`config.mk`:
```
export PLATFORM = sky130hd
export DESIGN_NAME = dedup_priority_request_queue_top
export DESIGN_NICKNAME = d
export VERILOG_FILES = /design/src/hw/rtl/dpq_pkg.sv /design/src/hw/rtl/dedup_priority_request_queue_top.sv /design/src/hw/rtl/dpq_store.sv /design/src/hw/rtl/dpq_ctrl.sv
export SDC_FILE = /design/constraint.sdc
export NUM_CORES = 1
export LEC_CHECK = 0
export ABC_CLOCK_PERIOD_IN_PS = 12000
export BUFFER_PORTS_ARGS = -buffer_cell sky130_fd_sc_hd__buf_2
export CORE_UTILIZATION = 60
export DETAILED_ROUTE_END_ITERATION = 10
export GPL_ROUTABILITY_DRIVEN = 0
export GPL_TIMING_DRIVEN = 0
export PLACE_DENSITY_LB_ADDON = 0.3
export SLEW_MARGIN = 30
export SYNTH_ARGS = -nofsm -noshare
export SYNTH_HDL_FRONTEND = slang
export SYNTH_SLANG_ARGS = --single-unit
```
`constraint.sdc`:
```
create_clock -name clock -period 12 [get_ports clock]
set_clock_uncertainty 0.1 [all_clocks]
set_input_delay 0.6 -clock clock [delete_from_list [all_inputs] [get_ports clock]]
set_output_delay 0.6 -clock clock [all_outputs]
set_load 0.02 [all_outputs]
```
`src/hw/rtl/dpq_pkg.sv`:
```
// types and constants shared by the request queue modules
`default_nettype none

package dpq_pkg;

   localparam logic [1:0] CMD_INSERT = 2'd0;
   localparam logic [1:0] CMD_MARK   = 2'd1;
   localparam logic [1:0] CMD_POP    = 2'd2;

   typedef enum logic [2:0] {
      ST_ADDED  = 3'd0,
      ST_MERGED = 3'd1,
      ST_FULL   = 3'd2,
      ST_MARKED = 3'd3,
      ST_POPPED = 3'd4,
      ST_EMPTY  = 3'd5
   } status_type;

   typedef enum logic [3:0] {
      S_IDLE,
      S_SCAN,
      S_SETW,
      S_COPY,
      S_PUT,
      S_PICK,
      S_PICKW,
      S_MARK,
      S_DONE
   } state_type;

   typedef struct packed {
      logic [15:0] col;
      logic [15:0] row;
      logic [31:0] layer;
   } key_type;

   typedef struct packed {
      logic    key_en;
      logic    flag_en;
      key_type key;
      logic    wanted;
   } wr_type;

   typedef struct packed {
      status_type  status;
      key_type     key;
      logic        wanted;
      logic [4:0]  fill;
   } result_type;

endpackage

`default_nettype wire

```
`src/hw/rtl/dedup_priority_request_queue_top.sv`:
```
// deduplicating priority queue of tile requests: top level with result register
//
// Request channel (req_*): one command per item: insert a tile key, mark all
// entries unwanted, or pop the frontmost wanted entry (front entry if none is
// wanted). Command code 3 behaves as pop. Response channel (rsp_*): exactly one
// item per request with status, popped key and wanted flag, and fill level.
// Entries live in one memory with a registered read port; a small sequencer
// walks it with one shared comparator, one entry per cycle.
// One item is in work at a time; the next is taken once the result has moved
// to the response register.
// Throughput is set by the scan and shift walks over the single memory port.
// Reset empties the queue (fill count zero) and drops any pending response.
// When the receiver stalls, the response register holds its item; a further
// request is still worked on and then waits until the register frees up.
`default_nettype none

module dedup_priority_request_queue_top #(
   parameter int QUEUE_DEPTH = 16
) (
   input  wire logic        clock,
   input  wire logic        reset,
   input  wire logic        req_valid,
   output logic             req_ready,
   input  wire logic [1:0]  req_command,
   input  wire logic [15:0] req_tile_col,
   input  wire logic [15:0] req_tile_row,
   input  wire logic [31:0] req_layer_id,
   output logic             rsp_valid,
   input  wire logic        rsp_ready,
   output logic [2:0]       rsp_status,
   output logic [15:0]      rsp_out_col,
   output logic [15:0]      rsp_out_row,
   output logic [31:0]      rsp_out_layer,
   output logic             rsp_out_wanted,
   output logic [4:0]       rsp_fill_level
);

   localparam int IDX_W = (QUEUE_DEPTH > 1) ? $clog2(QUEUE_DEPTH) : 1;

   dpq_pkg::key_type    req_key;
   dpq_pkg::key_type    rd_key;
   logic                rd_wanted;
   logic [IDX_W-1:0]    rd_addr;
   logic [IDX_W-1:0]    wr_addr;
   dpq_pkg::wr_type     wr;
   logic                res_valid;
   dpq_pkg::result_type res;
   logic                res_free;
   logic                load;

   logic                rsp_valid_ff, rsp_valid_in;
   dpq_pkg::result_type rsp_data_ff, rsp_data_in;

   assign req_key.col   = req_tile_col;
   assign req_key.row   = req_tile_row;
   assign req_key.layer = req_layer_id;

   dpq_store #(
      .DEPTH(QUEUE_DEPTH)
   ) u_store (
      .clock     (clock),
      .rd_addr   (rd_addr),
      .rd_key    (rd_key),
      .rd_wanted (rd_wanted),
      .wr_addr   (wr_addr),
      .wr        (wr)
   );

   dpq_ctrl #(
      .DEPTH(QUEUE_DEPTH)
   ) u_ctrl (
      .clock       (clock),
      .reset       (reset),
      .req_valid   (req_valid),
      .req_ready   (req_ready),
      .req_command (req_command),
      .req_key     (req_key),
      .rd_addr     (rd_addr),
      .rd_key      (rd_key),
      .rd_wanted   (rd_wanted),
      .wr_addr     (wr_addr),
      .wr          (wr),
      .res_valid   (res_valid),
      .res         (res),
      .res_free    (res_free)
   );

   assign res_free     = !rsp_valid_ff || rsp_ready;
   assign load         = res_valid && res_free;
   assign rsp_valid_in = load || (rsp_valid_ff && !rsp_ready);
   assign rsp_data_in  = load ? res : rsp_data_ff;

   always_ff @(posedge clock) begin
      if (reset) begin
         rsp_valid_ff <= 1'b0;
      end else begin
         rsp_valid_ff <= rsp_valid_in;
      end
   end

   always_ff @(posedge clock) begin
      rsp_data_ff <= rsp_data_in;
   end

   assign rsp_valid      = rsp_valid_ff;
   assign rsp_status     = rsp_data_ff.status;
   assign rsp_out_col    = rsp_data_ff.key.col;
   assign rsp_out_row    = rsp_data_ff.key.row;
   assign rsp_out_layer  = rsp_data_ff.key.layer;
   assign rsp_out_wanted = rsp_data_ff.wanted;
   assign rsp_fill_level = rsp_data_ff.fill;

endmodule

`default_nettype wire

```
`src/hw/rtl/dpq_store.sv`:
```
// entry memory: keys and wanted flags, one write and one registered read per cycle
`default_nettype none

module dpq_store #(
   parameter int DEPTH = 16,
   localparam int IDX_W = (DEPTH > 1) ? $clog2(DEPTH) : 1
) (
   input  wire logic               clock,
   input  wire logic [IDX_W-1:0]   rd_addr,
   output dpq_pkg::key_type        rd_key,
   output logic                    rd_wanted,
   input  wire logic [IDX_W-1:0]   wr_addr,
   input  wire dpq_pkg::wr_type    wr
);

   dpq_pkg::key_type key_mem [DEPTH];
   logic             flag_mem [DEPTH];
   dpq_pkg::key_type rd_key_ff;
   logic             rd_wanted_ff;

   always_ff @(posedge clock) begin
      if (wr.key_en) begin
         key_mem[wr_addr] <= wr.key;
      end
      if (wr.flag_en) begin
         flag_mem[wr_addr] <= wr.wanted;
      end
      rd_key_ff    <= key_mem[rd_addr];
      rd_wanted_ff <= flag_mem[rd_addr];
   end

   assign rd_key    = rd_key_ff;
   assign rd_wanted = rd_wanted_ff;

endmodule

`default_nettype wire

```
`src/hw/rtl/dpq_ctrl.sv`:
```
// sequencer: key search with one shared comparator, entry shifting, mark and pop
`default_nettype none

module dpq_ctrl #(
   parameter int DEPTH = 16,
   localparam int IDX_W = (DEPTH > 1) ? $clog2(DEPTH) : 1,
   localparam int CNT_W = $clog2(DEPTH + 1)
) (
   input  wire logic                 clock,
   input  wire logic                 reset,
   input  wire logic                 req_valid,
   output logic                      req_ready,
   input  wire logic [1:0]           req_command,
   input  wire dpq_pkg::key_type     req_key,
   output logic [IDX_W-1:0]          rd_addr,
   input  wire dpq_pkg::key_type     rd_key,
   input  wire logic                 rd_wanted,
   output logic [IDX_W-1:0]          wr_addr,
   output dpq_pkg::wr_type           wr,
   output logic                      res_valid,
   output dpq_pkg::result_type       res,
   input  wire logic                 res_free
);

   dpq_pkg::state_type  state_ff, state_in;
   logic [CNT_W-1:0]    count_ff, count_in;
   logic                pipe_vld_ff, pipe_vld_in;
   logic [IDX_W-1:0]    pipe_idx_ff, pipe_idx_in;
   logic [IDX_W-1:0]    idx_ff, idx_in;
   logic [CNT_W-1:0]    rem_ff, rem_in;
   logic [1:0]          cmd_ff, cmd_in;
   dpq_pkg::key_type    key_ff, key_in;
   dpq_pkg::status_type status_ff, status_in;
   dpq_pkg::key_type    res_key_ff, res_key_in;
   logic                res_wanted_ff, res_wanted_in;

   logic is_insert;
   logic match;
   logic found;
   logic walk_end;
   logic issue;

   assign is_insert = (cmd_ff == dpq_pkg::CMD_INSERT);
   // shared comparator: key equality for insert, wanted flag for pop
   assign match     = is_insert ? (rd_key == key_ff) : rd_wanted;
   assign found     = (state_ff == dpq_pkg::S_SCAN) && pipe_vld_ff && match;
   assign walk_end  = (rem_ff == '0) && !pipe_vld_ff;
   assign issue     = (rem_ff != '0) && !found;

   always_ff @(posedge clock) begin
      if (reset) begin
         state_ff    <= dpq_pkg::S_IDLE;
         count_ff    <= '0;
         pipe_vld_ff <= 1'b0;
      end else begin
         state_ff    <= state_in;
         count_ff    <= count_in;
         pipe_vld_ff <= pipe_vld_in;
      end
   end

   always_ff @(posedge clock) begin
      pipe_idx_ff   <= pipe_idx_in;
      idx_ff        <= idx_in;
      rem_ff        <= rem_in;
      cmd_ff        <= cmd_in;
      key_ff        <= key_in;
      status_ff     <= status_in;
      res_key_ff    <= res_key_in;
      res_wanted_ff <= res_wanted_in;
   end

   // next state
   always_comb begin
      state_in = state_ff;
      case (state_ff)
         dpq_pkg::S_IDLE: begin
            if (req_valid) begin
               case (req_command)
                  dpq_pkg::CMD_INSERT: state_in = dpq_pkg::S_SCAN;
                  dpq_pkg::CMD_MARK:   state_in = dpq_pkg::S_MARK;
                  default: begin
                     state_in = (count_ff == '0) ? dpq_pkg::S_DONE : dpq_pkg::S_SCAN;
                  end
               endcase
            end
         end
         dpq_pkg::S_SCAN: begin
            if (found) begin
               state_in = is_insert ? dpq_pkg::S_SETW : dpq_pkg::S_PICK;
            end else if (walk_end) begin
               if (!is_insert) begin
                  state_in = dpq_pkg::S_PICK;
               end else if (count_ff == CNT_W'(DEPTH)) begin
                  state_in = dpq_pkg::S_DONE;
               end else begin
                  state_in = dpq_pkg::S_COPY;
               end
            end
         end
         dpq_pkg::S_SETW:  state_in = dpq_pkg::S_DONE;
         dpq_pkg::S_COPY: begin
            if (walk_end) begin
               state_in = is_insert ? dpq_pkg::S_PUT : dpq_pkg::S_DONE;
            end
         end
         dpq_pkg::S_PUT:   state_in = dpq_pkg::S_DONE;
         dpq_pkg::S_PICK:  state_in = dpq_pkg::S_PICKW;
         dpq_pkg::S_PICKW: state_in = dpq_pkg::S_COPY;
         dpq_pkg::S_MARK: begin
            if (rem_ff == '0) begin
               state_in = dpq_pkg::S_DONE;
            end
         end
         dpq_pkg::S_DONE: begin
            if (res_free) begin
               state_in = dpq_pkg::S_IDLE;
            end
         end
         default: state_in = dpq_pkg::S_IDLE;
      endcase
   end

   // datapath registers
   always_comb begin
      count_in      = count_ff;
      pipe_vld_in   = 1'b0;
      pipe_idx_in   = idx_ff;
      idx_in        = idx_ff;
      rem_in        = rem_ff;
      cmd_in        = cmd_ff;
      key_in        = key_ff;
      status_in     = status_ff;
      res_key_in    = res_key_ff;
      res_wanted_in = res_wanted_ff;
      case (state_ff)
         dpq_pkg::S_IDLE: begin
            if (req_valid) begin
               cmd_in        = req_command;
               key_in        = req_key;
               idx_in        = '0;
               rem_in        = count_ff;
               res_key_in    = '0;
               res_wanted_in = 1'b0;
               status_in     = dpq_pkg::ST_EMPTY;
            end
         end
         dpq_pkg::S_SCAN: begin
            pipe_vld_in = issue;
            if (issue) begin
               idx_in = idx_ff + IDX_W'(1);
               rem_in = rem_ff - CNT_W'(1);
            end
            if (found) begin
               idx_in    = pipe_idx_ff;
               rem_in    = '0;
               status_in = dpq_pkg::ST_MERGED;
            end else if (walk_end) begin
               if (!is_insert) begin
                  idx_in = '0;
               end else if (count_ff == CNT_W'(DEPTH)) begin
                  status_in = dpq_pkg::ST_FULL;
               end else begin
                  // shift back, last entry first
                  idx_in = IDX_W'(count_ff - CNT_W'(1));
                  rem_in = count_ff;
               end
            end
         end
         dpq_pkg::S_SETW: ;
         dpq_pkg::S_COPY: begin
            pipe_vld_in = issue;
            if (issue) begin
               idx_in = is_insert ? (idx_ff - IDX_W'(1)) : (idx_ff + IDX_W'(1));
               rem_in = rem_ff - CNT_W'(1);
            end
            if (walk_end && !is_insert) begin
               count_in  = count_ff - CNT_W'(1);
               status_in = dpq_pkg::ST_POPPED;
            end
         end
         dpq_pkg::S_PUT: begin
            count_in  = count_ff + CNT_W'(1);
            status_in = dpq_pkg::ST_ADDED;
         end
         dpq_pkg::S_PICK: ;
         dpq_pkg::S_PICKW: begin
            res_key_in    = rd_key;
            res_wanted_in = rd_wanted;
            idx_in        = idx_ff + IDX_W'(1);
            rem_in        = count_ff - CNT_W'(1) - CNT_W'(idx_ff);
         end
         dpq_pkg::S_MARK: begin
            if (rem_ff != '0) begin
               idx_in = idx_ff + IDX_W'(1);
               rem_in = rem_ff - CNT_W'(1);
            end else begin
               status_in = dpq_pkg::ST_MARKED;
            end
         end
         dpq_pkg::S_DONE: ;
         default: ;
      endcase
   end

   // outputs
   always_comb begin
      req_ready  = 1'b0;
      res_valid  = 1'b0;
      rd_addr    = idx_ff;
      wr_addr    = idx_ff;
      wr.key_en  = 1'b0;
      wr.flag_en = 1'b0;
      wr.key     = key_ff;
      wr.wanted  = 1'b1;
      res.status = status_ff;
      res.key    = res_key_ff;
      res.wanted = res_wanted_ff;
      res.fill   = 5'(count_ff);
      case (state_ff)
         dpq_pkg::S_IDLE: req_ready = 1'b1;
         dpq_pkg::S_SETW: wr.flag_en = 1'b1;
         dpq_pkg::S_COPY: begin
            wr_addr    = is_insert ? (pipe_idx_ff + IDX_W'(1)) : (pipe_idx_ff - IDX_W'(1));
            wr.key_en  = pipe_vld_ff;
            wr.flag_en = pipe_vld_ff;
            wr.key     = rd_key;
            wr.wanted  = rd_wanted;
         end
         dpq_pkg::S_PUT: begin
            wr_addr    = '0;
            wr.key_en  = 1'b1;
            wr.flag_en = 1'b1;
         end
         dpq_pkg::S_MARK: begin
            wr.flag_en = (rem_ff != '0);
            wr.wanted  = 1'b0;
         end
         dpq_pkg::S_DONE: res_valid = 1'b1;
         default: ;
      endcase
   end

endmodule

`default_nettype wire

```
[Word level (Yosys, flattened, before mapping)]
Memory sizes are Yosys's and may differ from the RTL's. A register that Yosys moved wholly into a read port is not among the register bits.
Cells that the tools add are included.
Word-level totals
  input port bits: 70
  logic and storage cells: 147
  output and inout bits: 75
  memories kept: 2
  register bits after elaboration: 231
  bits in writable memories: 1040
Memory list
  u_store.key_mem: words 16, width 64, rd ports 1, clocked after memory_dff 1, wr ports 1, RTL line dpq_store.sv:16  | dpq_pkg::key_type key_mem [DEPTH];
  u_store.flag_mem: words 16, width 1, rd ports 1, clocked after memory_dff 1, wr ports 1, RTL line dpq_store.sv:17  | logic flag_mem [DEPTH];
Cells by class
  add/sub/neg operators: 8
  multiplexer cells: 58
  reductions and logical operators: 34
  bitwise gates (word level): 1
  eq/ne operators: 22
Operators with widths (count)
  $mux W64: 2
  $pmux W64 S2: 1
  $mux W4: 20
  $eq A64 B64 Y1: 1
  $mux W5: 8
  $pmux W4 S8: 1
  $pmux W5 S5: 1
  $mux W3: 8
  $pmux W4 S5: 1
  $eq A4 B3 Y1 const B: 4
  $pmux W4 S2: 2
  $pmux W3 S5: 1
  $reduce_bool A5 Y1: 3
  $logic_not A5 Y1: 2
  $ne A2 B1 Y1 const B: 5
  $pmux W5 S2: 1
  $sub A5 B1 Y5 const B: 2
  $add A4 B1 Y4 const B: 2
  $eq A4 B2 Y1 const B: 2
  $mux W1: 8
  $sub A4 B1 Y4 const B: 2
  $logic_and A1 B1 Y1: 7
  $reduce_and A7 Y1: 1
  $ne A2 B2 Y1 const B: 3
  21 further kinds: 35

[Logic depth before layout (Yosys ltp)]
  depth after elaboration: 11
  depth in mapped cells: 12
  mapped depth without buffers: 11

[Hierarchy]
Synthesis repeated with hierarchy kept, for this count alone.
Second synthesis, totals
  cell total of the unflattened synthesis: 2605
  area total of the unflattened synthesis: 50932.6 µm²
By module, submodules not included
  dpq_store: cells each 1698, times used 1, area an instance 40347.4 µm²
  dpq_ctrl: cells each 829, times used 1, area an instance 8338.0 µm²
  dedup_priority_request_queue_top: cells each 78, times used 1, area an instance 2247.2 µm²

[Worst setup path before layout]
OpenSTA, ideal clock, no wires.
  kind: reg2reg
  from: register u_ctrl.cmd_ff[1]
  to: memory u_store.key_mem[10][0] in the netlist's numbering (enable)
  path slack: 6.695 ns
  cell stages (with the launch flop): 12
  library setup time: 0.487 ns
  arrival time: 4.718 ns
  path buffers: 2
  required time: 11.413 ns
  path through: edfxtp_1 nor2_1 inv_1 clkbuf_1 ha_1 a21o_1 a21oi_1 xnor2_1 a21oi_1 or2_1 buf_2 nor2_1
Between the ends
  longest elaborated chain between the ends: 3
Ends and longest elaborated chain
  start, declared: RTL line dpq_ctrl.sv:31  | logic [1:0] cmd_ff, cmd_in;
  start signal, assigned: RTL line dpq_ctrl.sv:66  | cmd_ff <= cmd_in;
  $logic_not A2 Y1: RTL line dpq_ctrl.sv:43  | assign is_insert = (cmd_ff == dpq_pkg::CMD_INSERT);
  $mux W4: RTL line dpq_ctrl.sv:224  | wr_addr = is_insert ? (pipe_idx_ff + IDX_W'(1)) : (pipe_idx_ff - IDX_W'(1));
  $pmux W4 S2: RTL line dpq_ctrl.sv:220  | case (state_ff)
  end, declared: RTL line dpq_store.sv:16
No other way between the ends.

[Worst setup path after layout]
  from: register u_ctrl.cmd_ff[1]
  to: memory u_store.key_mem[6][37] in the netlist's numbering (enable)
Same word-level chain as after synthesis.

==> flow_metrics.py <==
metrics = {
    "power": {
        "power.switching_uw": 4540,
        "p_int_uw": 9850,
        "vdd_drop_max_v": 0.000172,
        "pwr-share-comb_pct": 28.1,
        "power_density_nw_per_um2": 238,
        "seqPwrFrac_pct": 43.8,
        "switching_share_pct": 31.6,
        "power.total_uw": 14400,
        "power_leakage_uw": 0.0198,
        "p_clk_share_pct": 28.1,
    },
    "timing": {
        "tightest_slew_ns": 1.07,
        "setup_viol": 0,
        "setup_tns_ns": 0,
        "holdWs_ns": 0.0432,
        "finalWorstSetupSlack_ns": 6.81,
        "period_share_pct": 43.3,
        "max_freq_ghz": 0.193,
        "final_hold_viol_count": 0,
        "relSlewSlack_pct": 28.9,
        "period_needed_ns": 5.19,
        "maxSlewViolCount": 0,
        "rsz0062_at_grt": "no",
    },
    "job": {
        "cap_violations": 0,
    },
    "setup_path": {
        "critPathSlowestCell": "nor2_1",
        "crit_family": "simple AND/OR/NAND/NOR gates",
        "crit_arrival_ns": 5.52,
        "cp_max_fo": 15,
        "path_common_cell": "buf_16",
        "crit_buf_inv": 5,
        "worstPathCellList": "nor2_1 > inv_1 > clkbuf_1 > ha_1 > a21o_1 > a21oi_1 > xnor2_1 > a21oi_1 > nand2_1 > nor2_4 > buf_16 > buf_16 > buf_16",
        "cp_data_required_time_ns": 12.33,
        "slowest_delay_ns": 0.60,
        "worstSetupEndpointType": "register",
        "r2r_slack_ns": 6.81,
        "start_kind": "register",
        "critPathKind": "reg -> reg",
    },
    "global_routing": {
        "grt_antenna_before_repair": 8,
        "gr-usage-met1_pct": 42.7,
        "grt_pass1_vias": 28000,
        "grt_pass1_wl_um": 197000,
        "grt_util_met3_pct": 9.73,
        "met2_usage_pct": 51.8,
        "grt_usage_pct": 33.1,
        "grt-busiest-layer": "met2",
        "grt_max_degree": 56,
        "grt-ovfl-total": 0,
    },
    "synthesis": {
        "synth_compound_area_share_pct": 1.50,
        "synth_top_family_by_area": "multiplexers",
        "synth_edf_count": 1256,
        "yosysSeqAreaShare_pct": 77.0,
        "synthAdderAreaFrac_pct": 0.373,
        "yosys.area_share.simple_pct": 4.10,
        "synth_mux_area_share_pct": 14.4,
        "synth_xor_area_share_pct": 1.18,
        "yosys_warnings": 0,
        "syn_area_per_cell_um2": 20.8,
        "syn-instance-count": 2452,
        "synth_seq_cells": 1336,
        "synth_flop_cell": "edfxtp_1",
        "syn_nets": 2536,
        "async_flop_share_pct": 0,
        "ys_types": 68,
        "netlist_area_um2": 51000,
    },
    "final_layout": {
        "final_common_cell": "edfxtp_1",
        "final_cell_mix": "1256 x edfxtp_1, 325 x mux4_2, 202 x nand2_1, 186 x buf_2, 137 x clkbuf_16",
        "syn_to_final_growth_pct": 18.3,
        "fill_cells": 4598,
        "postLayoutCoreUtil_pct": 71.9,
        "fin_nets": 2961,
        "drive_gt1_share_pct": 28.0,
    },
    "floorplan": {
        "dieArea_um2": 86200,
        "die_h_um": 294,
        "io_pins": 145,
        "start_util_pct": 60.8,
        "die_width_um": 294,
        "core_um2": 84000,
        "rows": 106,
    },
    "clock_network": {
        "clock_latency_ns": 0.74,
        "root_buffer": "clkbuf_16",
        "cts_tree": "built",
        "htree_levels": 4,
        "clock_path_buffers": 3,
        "cts_sinks": 1336,
        "cts_made_buffers": 135,
        "cts_setup_buffers": 0,
        "cts.clk_slew.worst_paths_ns": 0.06,
    },
    "route": {
        "drtIter0Drc": 4663,
        "drc": 0,
        "drt_pass1_iterations": 9,
        "routed_via_density": 6.75,
        "ant_nets": 0,
        "vias": 27800,
        "wire_per_inst_um": 33.9,
        "drt-total-wl_um": 140000,
    },
    "place": {
        "hpwlAfterDp_um": 85200,
        "preCtsSetupSlack_ns": 7.51,
        "io_buffers": 144,
    },
    "worst_hold_path": {
        "hold_class": "in -> reg",
    },
    "run_status": {
        "status": "finished, final reports clean",
    },
}
-- what timing repair did --
item,in CTS,in global routing
gates resized for setup,0,0
hold endpoints to repair,57,0
hold buffers,57,0
-- power by group through the flow --
| stage | Clock (µW) | Sequential, µW | Combinational [µW] |
|---|---|---|---|
| final | 4040 | 6310 | 4050 |
| after global routing | 4230 | 6330 | 4200 |
| after CTS | 4050 | 6290 | 3970 |
| after detailed placement | 0 | 6370 | 3890 |
| after global placement | 0 | 6400 | 3610 |
| after floorplan | 0 | 6300 | 2470 |
-- worst register-to-register path, delay by kind of cell (launching register included) --
kind                       cells  cell delay [ns]
xor gates and xnor gates       1             0.20
adders and majority gates      1             0.42
and+or+nand+nor                3             1.64
AOI/OAI and AO/OA              3             0.97
DFF                            1             0.35
buffers and inverters          5             1.19
-- layer usage --
layer	up-vias	part of all wire, %
li1	10800	-
met1	14100	34
met2	2379	47
met3	522	13
met4	6	5.6
met5	-	0.030
-- cells by family (layout without fill, tap and decap cells) --
kind of cell    count (synthesis)  count (layout)
compound gates                113             113
xor+xnor                       69              69
fa+ha+maj                      14              14
buf+inv                       157             689
flops                        1336            1336
mux                           329             329
other cells                     0               1
simple gates                  434             434
-- state kept, by name, indices dropped and copies added, names as in the netlist, 16 cells and up --
| name | cells |
|---|---|
| u_store.flag_mem | 16 |
| u_ctrl.res | 64 |
| u_ctrl.key_ff | 64 |
| u_store.rd_key | 64 |
| rsp_out_layer | 32 |
| u_store.key_mem | 1024 |
| rsp_out_col | 16 |
| rsp_out_row | 16 |
-- cell type report --
type                       count  area (µm²)  area share [%]
multi-input combinational    959       11200            18.6
buffer                       121         573           0.949
clock buffer                 183        3660            6.06
clock inverter                61         526           0.870
sequential                  1336       39300            65.1
inverter                      36         140           0.232
tap                         1134        1420            2.35
antenna                        1        2.50         0.00414
timing repair buffer         288        3540            5.86
-- stage by stage --
step / cell area (µm²) / instances
floorplan: 51000 / 2452
detailed placement: 55600 / 3817
global route: 60400 / 4118
global placement: 53200 / 3730
CTS: 60300 / 4118
finish: 60400 / 4119
-- worst paths after layout --
path                     startpoint                     end  depth (start not counted)
setup / recovery   u_ctrl.cmd_ff[1]  u_store.key_mem[6][37]                         13
hold / removal      req_tile_row[3]       u_ctrl.key_ff[35]                          1
setup reg to reg   u_ctrl.cmd_ff[1]  u_store.key_mem[6][37]                         13
hold reg to reg   u_ctrl.rd_addr[2]   u_ctrl.pipe_idx_ff[2]                          0
-- cell usage after synthesis (24+ instances only) --
| master | instances | share of area (%) |
|---|---|---|
| edfxtp_1 | 1256 | 74 |
| clkbuf_1 | 64 | 0.47 |
| nor2_1 | 55 | 0.40 |
| buf_2 | 36 | 0.35 |
| o21ai_0 | 24 | 0.24 |
| and2_1 | 63 | 0.77 |
| nand2_1 | 202 | 1.5 |
| inv_1 | 35 | 0.26 |
| xnor2_1 | 62 | 1.1 |
| dfxtp_1 | 80 | 3.1 |
| a21oi_1 | 25 | 0.25 |
| mux4_2 | 325 | 14 |
(Power assumes the default switching activity.)
